--- src/rtl/pip_pkg.sv ---
`default_nettype none
package pip_pkg;

  localparam logic FUNC_LOAD  = 1'b0;
  localparam logic FUNC_QUERY = 1'b1;

  localparam int CoordW = 16;
  localparam int CountW = 7;
  localparam logic [CountW-1:0] CountReset = 7'd3;

  typedef enum logic [1:0] {
    ST_IDLE,
    ST_WALK,
    ST_WAIT
  } state_t;

  typedef struct packed {
    logic                     vld;
    logic                     last;
    logic signed [CoordW-1:0] px;
    logic signed [CoordW-1:0] py;
    logic signed [CoordW-1:0] x1;
    logic signed [CoordW-1:0] y1;
    logic signed [CoordW-1:0] x2;
    logic signed [CoordW-1:0] y2;
  } edge_req_t;

  typedef struct packed {
    logic done;
    logic parity;
  } edge_sts_t;

endpackage
`default_nettype wire

--- src/rtl/pip_edge.sv ---
`default_nettype none
module pip_edge (
  input  wire logic               clk,
  input  wire logic               rst,
  input  wire logic               clear,
  input  wire pip_pkg::edge_req_t req,
  output      pip_pkg::edge_sts_t sts
);

  localparam int DW = pip_pkg::CoordW + 1;
  localparam int PW = 2 * DW;

  logic signed [pip_pkg::CoordW-1:0] px, py, x1, y1, x2, y2;
  logic signed [pip_pkg::CoordW-1:0] ylo, yhi, xhi;
  logic                              in_band;

  logic                 s1_vld, s1_last, s1_band, s1_vert, s1_dpos;
  logic signed [DW-1:0] s1_dx, s1_d, s1_dy, s1_ex;

  logic                 s2_vld, s2_last, s2_band, s2_vert, s2_dpos;
  logic signed [PW-1:0] s2_lhs, s2_rhs;
  logic                 hit;

  logic parity;
  logic fin;

  assign px = req.px;
  assign py = req.py;
  assign x1 = req.x1;
  assign y1 = req.y1;
  assign x2 = req.x2;
  assign y2 = req.y2;

  assign ylo     = (y1 < y2) ? y1 : y2;
  assign yhi     = (y1 < y2) ? y2 : y1;
  assign xhi     = (x1 < x2) ? x2 : x1;
  assign in_band = (py > ylo) && (py <= yhi) && (px <= xhi);

  always_ff @(posedge clk) begin
    if (rst) begin
      s1_vld  <= 1'b0;
      s1_last <= 1'b0;
    end else begin
      s1_vld  <= req.vld;
      s1_last <= req.vld & req.last;
    end
  end

  always_ff @(posedge clk) begin
    s1_band <= in_band;
    s1_vert <= (x1 == x2);
    s1_dpos <= (y2 > y1);
    s1_dx   <= {px[pip_pkg::CoordW-1], px} - {x1[pip_pkg::CoordW-1], x1};
    s1_d    <= {y2[pip_pkg::CoordW-1], y2} - {y1[pip_pkg::CoordW-1], y1};
    s1_dy   <= {py[pip_pkg::CoordW-1], py} - {y1[pip_pkg::CoordW-1], y1};
    s1_ex   <= {x2[pip_pkg::CoordW-1], x2} - {x1[pip_pkg::CoordW-1], x1};
  end

  always_ff @(posedge clk) begin
    if (rst) begin
      s2_vld  <= 1'b0;
      s2_last <= 1'b0;
    end else begin
      s2_vld  <= s1_vld;
      s2_last <= s1_vld & s1_last;
    end
  end

  always_ff @(posedge clk) begin
    s2_band <= s1_band;
    s2_vert <= s1_vert;
    s2_dpos <= s1_dpos;
    s2_lhs  <= s1_dx * s1_d;
    s2_rhs  <= s1_dy * s1_ex;
  end

  assign hit = s2_band &
               (s2_vert | (s2_dpos ? (s2_lhs <= s2_rhs) : (s2_lhs >= s2_rhs)));

  always_ff @(posedge clk) begin
    if (rst) begin
      parity <= 1'b0;
      fin    <= 1'b0;
    end else begin
      fin <= s2_vld & s2_last;
      if (clear) begin
        parity <= 1'b0;
      end else if (s2_vld && hit) begin
        parity <= ~parity;
      end
    end
  end

  assign sts.done   = fin;
  assign sts.parity = parity;

endmodule
`default_nettype wire
--- config.mk ---
export PLATFORM = sky130hd
export DESIGN_NAME = pip_edge
export DESIGN_NICKNAME = d
export VERILOG_FILES = /design/src/rtl/pip_pkg.sv /design/src/rtl/pip_edge.sv
export SDC_FILE = /design/constraint.sdc
export NUM_CORES = 2
export LEC_CHECK = 0
export BUFFER_PORTS_ARGS = -buffer_cell sky130_fd_sc_hd__buf_2
export CELL_PAD_IN_SITES_DETAIL_PLACEMENT = 1
export CELL_PAD_IN_SITES_GLOBAL_PLACEMENT = 2
export CORE_ASPECT_RATIO = 1.25
export CORE_MARGIN = 2
export CORE_UTILIZATION = 38
export DETAILED_ROUTE_END_ITERATION = 7
export HOLD_SLACK_MARGIN = 0.06
export PLACE_DENSITY = 0.81
export SYNTH_ARGS = -nofsm -noshare
export SYNTH_HDL_FRONTEND = slang
export SYNTH_SLANG_ARGS = --single-unit
--- constraint.sdc ---
create_clock -name clk -period 6.9 [get_ports clk]
set_input_delay 0.345 -clock clk [delete_from_list [all_inputs] [get_ports clk]]
set_output_delay 0.345 -clock clk [all_outputs]
set_load 0.03 [all_outputs]
# After elaboration in Yosys (flattened, before gate mapping)
# Cells that the tools add are included.
[op_classes]
n_addsub = 4
mul = 2
n_lt_le_gt_ge = 8
n_eq_ne = 1
n_mux = 4
bitwise_logic = 6
reduce_logical = 4
[op_table]
columns = ["operator", "n"]
rows = [
  ["$mul 17x17->34", 2],
  ["$sub 16x16->17", 4],
  ["$mux 16", 3],
  ["$ge 34x34->1", 1],
  ["$le 34x34->1", 1],
  ["$gt 16x16->1", 2],
  ["$le 16x16->1", 2],
  ["$lt 16x16->1", 2],
  ["$eq 16x16->1", 1],
  ["$and 1x1->1", 4],
  ["$logic_and 1x1->1", 3],
  ["$reduce_or 2->1", 1],
  ["$mux 1", 1],
  ["$not 1->1", 1],
  ["$or 1x1->1", 1],
]
[totals]
ff_bits = 148
input_bits = 101
out_inout_bits = 2
word_cells = 47

# Longest topological paths before layout
[depth]
depth_word = 5
ltp_mapped = 25
mapped_depth_nobuf = 23

# Worst setup path after synthesis
# OpenSTA, ideal clock, no wires.
[synth_timing]
path_kind = "flip-flop to flip-flop"
start = "register s1_dx[16]"
end = "register s2_lhs[32]"
setup_time_ps = 79
arrival_ps = 6279
required_time_ps = 6821
setup_slack_ps = 542
path_stages_with_launch = 23
n_path_buf = 2
period_less_slack_ps = 6358
path_cell_list = "dfxtp_1 clkbuf_1 nand2_1 inv_1 fa_1 fa_1 fa_1 fa_1 fa_1 inv_1 fa_1 inv_1 ha_1 clkbuf_1 nand4_1 nor2_1 and2_1 nand2_1 a21oi_1 a221o_1 o41ai_4 or4b_1 o211ai_1"
[synth_between]
elab_chain_cells = 1
[synth_rtl]
columns = ["item", "line", "source"]
rows = [
  ["from (decl)", "pip_edge.sv:18", "logic signed [DW-1:0] s1_dx, s1_d, s1_dy, s1_ex;"],
  ["from (signal assigned)", "pip_edge.sv:53", "s1_dx <= {px[pip_pkg::CoordW-1], px} - {x1[pip_pkg::CoordW-1], x1};"],
  ["$mul 17x17->34", "pip_edge.sv:73", "s2_lhs <= s1_dx * s1_d;"],
  ["to (signal assigned)", "pip_edge.sv:73", ""],
  ["to (decl)", "pip_edge.sv:21", "logic signed [PW-1:0] s2_lhs, s2_rhs;"],
]
# Every way passes these cells.
# A chain may end at the register's enable or synchronous reset.

# Worst setup path in the final report
[layout_timing]
start = "register s1_d[2]"
end = "register s2_lhs[32]"
[layout_between]
elab_chain_cells = 1
[layout_rtl]
columns = ["item", "line", "source"]
rows = [
  ["from (decl)", "pip_edge.sv:18", ""],
  ["from (signal assigned)", "pip_edge.sv:54", "s1_d <= {y2[pip_pkg::CoordW-1], y2} - {y1[pip_pkg::CoordW-1], y1};"],
  ["$mul 17x17->34", "pip_edge.sv:73", ""],
]
# Every way passes these cells.

==> flow_summary.ini <==
[floorplan]
placementRows = 115
coreArea_sq_mm = 0.0787
fp.dieH_um = 319
ios = 103
dieArea_sq_mm = 0.0817
fp.dieW_um = 256
start_util_pct = 38.4

[routing]
vias_per_cell = 4.98
drt-pass1-iter-count = 5
wl_per_cell_um = 19.8
route.detailed.drc = 0
drt_iter0_drc = 743
routed_wl_um = 88400
drtAntennaViolNets = 0
vias = 22253

[place]
placed_cell_area_sq_mm = 0.0323
portBuffers = 102
dp_hpwl_um = 78200
gp_congestion = 0.880

[critical_path]
crit_chain = nand2_1 -> inv_1 -> fa_1 -> fa_1 -> fa_1 -> fa_1 -> fa_1 -> fa_1 -> ha_1 -> nand4_1 -> nor2_1 -> and2_1 -> nand2_1 -> a21oi_1 -> a221o_1 -> o41ai_4 -> or4b_1 -> o211ai_1
crit_path_max_incr_delay_ns = 0.93
critical_path_depth = 18
cp.arrival_ns = 6.97
critPathSlowestCell = fa_1
worst-path-buf-inv = 1
path_class = register to register
crit_family = adder cells
reg2regPathDepth = 18
start_kind = register
worst_path_most_repeated_cell = fa_1
end_kind = register
required_ns = 7.27
cp_max_fo = 8

[cts]
clkLatencyLatePin_ns = 0.46
cts_buffers = 17
clock-sinks = 148
clockBufferDepth = 2
cts-root-buf = clkbuf_16
cts.clk_slew.worst_paths_ns = 0.07
cts_setup_buffers = 0
cts_max_level = 4
cts_tree = yes

[timing]
timing.final.crit_share_pct = 95.5
timing.fmax_mhz = 152
final.min_clock_period_ns = 6.59
clock_skew_ns = 0.0158
setup_viol = 0
max-slew-margin-rel_pct = 40.2
hold_violations = 0
final_max_slew_viol_count = 0
tightest_slew_ns = 0.894

[global_route]
first_global_vias = 25627
grt_pass1_wl_um = 143000
grt_max_degree = 21
antenna_found_initial = 6
grt_overflow = 0
grt_use_total_pct = 22.6

[finish]
postLayoutCellArea_sq_mm = 0.0329
utilization_pct = 41.8
mostFrequentLayoutCells = inv_1 (719), fa_1 (596), nand2_1 (321)
layout-drive-gt1-share_pct = 6.95
area_growth_pct = 8.94
nNetsFinal = 4415
final_common_cell = inv_1

[synthesis]
seq_area_frac_synth_pct = 9.82
syn_area_sq_mm = 0.0302
synth-seq-cells = 148
syn_nets = 4298
avgSynthCellArea_sq_um = 9.19
ys.warnings.count = 0
ys.flop_type = dfxtp_1
synth-edff-count = 0
async_reset_ff_share_pct = 0
ys_types = 62
synth_cells = 3283

[job]
cap_violations = 0

[min_path]
min_path_type = primary input to register
holdPathStages = 2

[run_status]
status = finished, final reports clean
-- cell families after synthesis --
logic type | after synthesis | synth area share [%]
XOR/XNOR | 109 | 3.16
multiplexers | 50 | 1.67
AO/OA/AOI/OAI | 352 | 7.61
flip-flops | 148 | 9.82
buffers and inverters | 807 | 10.1
adder cells (fa/ha/maj) | 914 | 52.7
AND/OR/NAND/NOR | 903 | 15.0
-- flip-flops by register name (all words and copies together), names as in the netlist, 17 cells and up --
| name | flops |
|---|---|
| s2_lhs | 34 |
| s2_rhs | 34 |
| s1_dx | 17 |
| s1_dy | 17 |
| s1_d | 17 |
| s1_ex | 17 |
-- timing repair --
action	CTS	global route
hold buffers	0	0
setup endpoints to repair	0	5
resized for setup	0	5
hold endpoints to repair	0	0
-- stage by stage --
stage | TNS [ns] | setup WS (ns) | hold WS, ns | std cells
final | 0 | 0.308 | 0.0928 | 4466
after global routing | -0.000455 | -0.000455 | 0.0949 | 4466
after CTS | 0 | 0.143 | 0.0759 | 4465
after detailed placement | 0 | 0.202 | 0.323 | 4434
after global placement | 0 | 0.302 | 0.317 | 4434
after floorplan | 0 | 0.542 | 0.310 | 3283
-- cells in the mapped netlist, types with 3 or more instances --
master / count / area share, %
inv_1: 719 / 8.9
fa_1: 596 / 40
nand2_1: 321 / 4.0
ha_1: 318 / 13
and2_1: 295 / 6.1
dfxtp_1: 148 / 9.8
nor2_1: 116 / 1.4
a21oi_1: 95 / 1.6
xnor2_1: 93 / 2.7
o21ai_0: 78 / 1.3
clkbuf_1: 77 / 0.96
mux2i_1: 48 / 1.6
a21o_1: 40 / 0.99
nor2b_1: 35 / 0.73
o21a_1: 30 / 0.75
nand4_1: 27 / 0.56
nand2b_1: 23 / 0.48
nand3_1: 23 / 0.38
nor3_1: 23 / 0.38
and3_1: 16 / 0.33
xor2_1: 16 / 0.46
a21boi_0: 14 / 0.35
a211oi_1: 13 / 0.32
o211ai_1: 12 / 0.30
a31oi_1: 11 / 0.23
o21bai_1: 11 / 0.27
or3_1: 9 / 0.19
a221o_1: 5 / 0.17
a311o_1: 5 / 0.17
a31o_2: 5 / 0.15
buf_1: 5 / 0.062
nor4_1: 5 / 0.10
o31ai_1: 5 / 0.12
a2111oi_0: 4 / 0.12
and4_1: 4 / 0.12
buf_2: 4 / 0.066
or2_2: 3 / 0.062
-- final timing paths --
check | end | slack (ns) | startpoint
max | s2_lhs[32] | 0.31 | s1_d[2]
min reg2reg | s2_vert | 0.33 | s1_vert
min | s1_last | 0.09 | req[96]
max reg2reg | s2_lhs[32] | 0.31 | s1_d[2]
-- worst reg2reg max path: stages (launching register included) --
cell      delay, ns
dfxtp_1        0.52
nand2_1        0.17
inv_1          0.17
fa_1           0.56
fa_1           0.93
fa_1           0.55
fa_1           0.57
fa_1           0.44
fa_1           0.46
ha_1           0.36
nand4_1        0.14
nor2_1         0.09
and2_1         0.17
nand2_1        0.07
a21oi_1        0.04
a221o_1        0.33
o41ai_4        0.37
or4b_1         0.47
o211ai_1       0.11
-- layer usage --
metal  vias to the layer above  part of all wire, %  global-route usage, %
met5                         -                0.063                      0
met4                        10                  3.4                   7.72
met3                       141                  3.1                   2.65
met2                       298                   52                   41.8
met1                     11493                   41                   26.8
li1                      10311                    -                      -
-- layout make-up --
class,instances,area (sq um)
tap,1053,1320
clock inverter,12,121
multi-input combinational,2328,24200
sequential,148,2970
timing repair buffer,186,1140
inverter,719,2700
fill,9198,45800
clock buffer,19,433
antenna,1,2.50
Power is left out: the tool's default activity adds up to more than one toggle a clock period on the data nets, which glitch-free logic cannot reach.
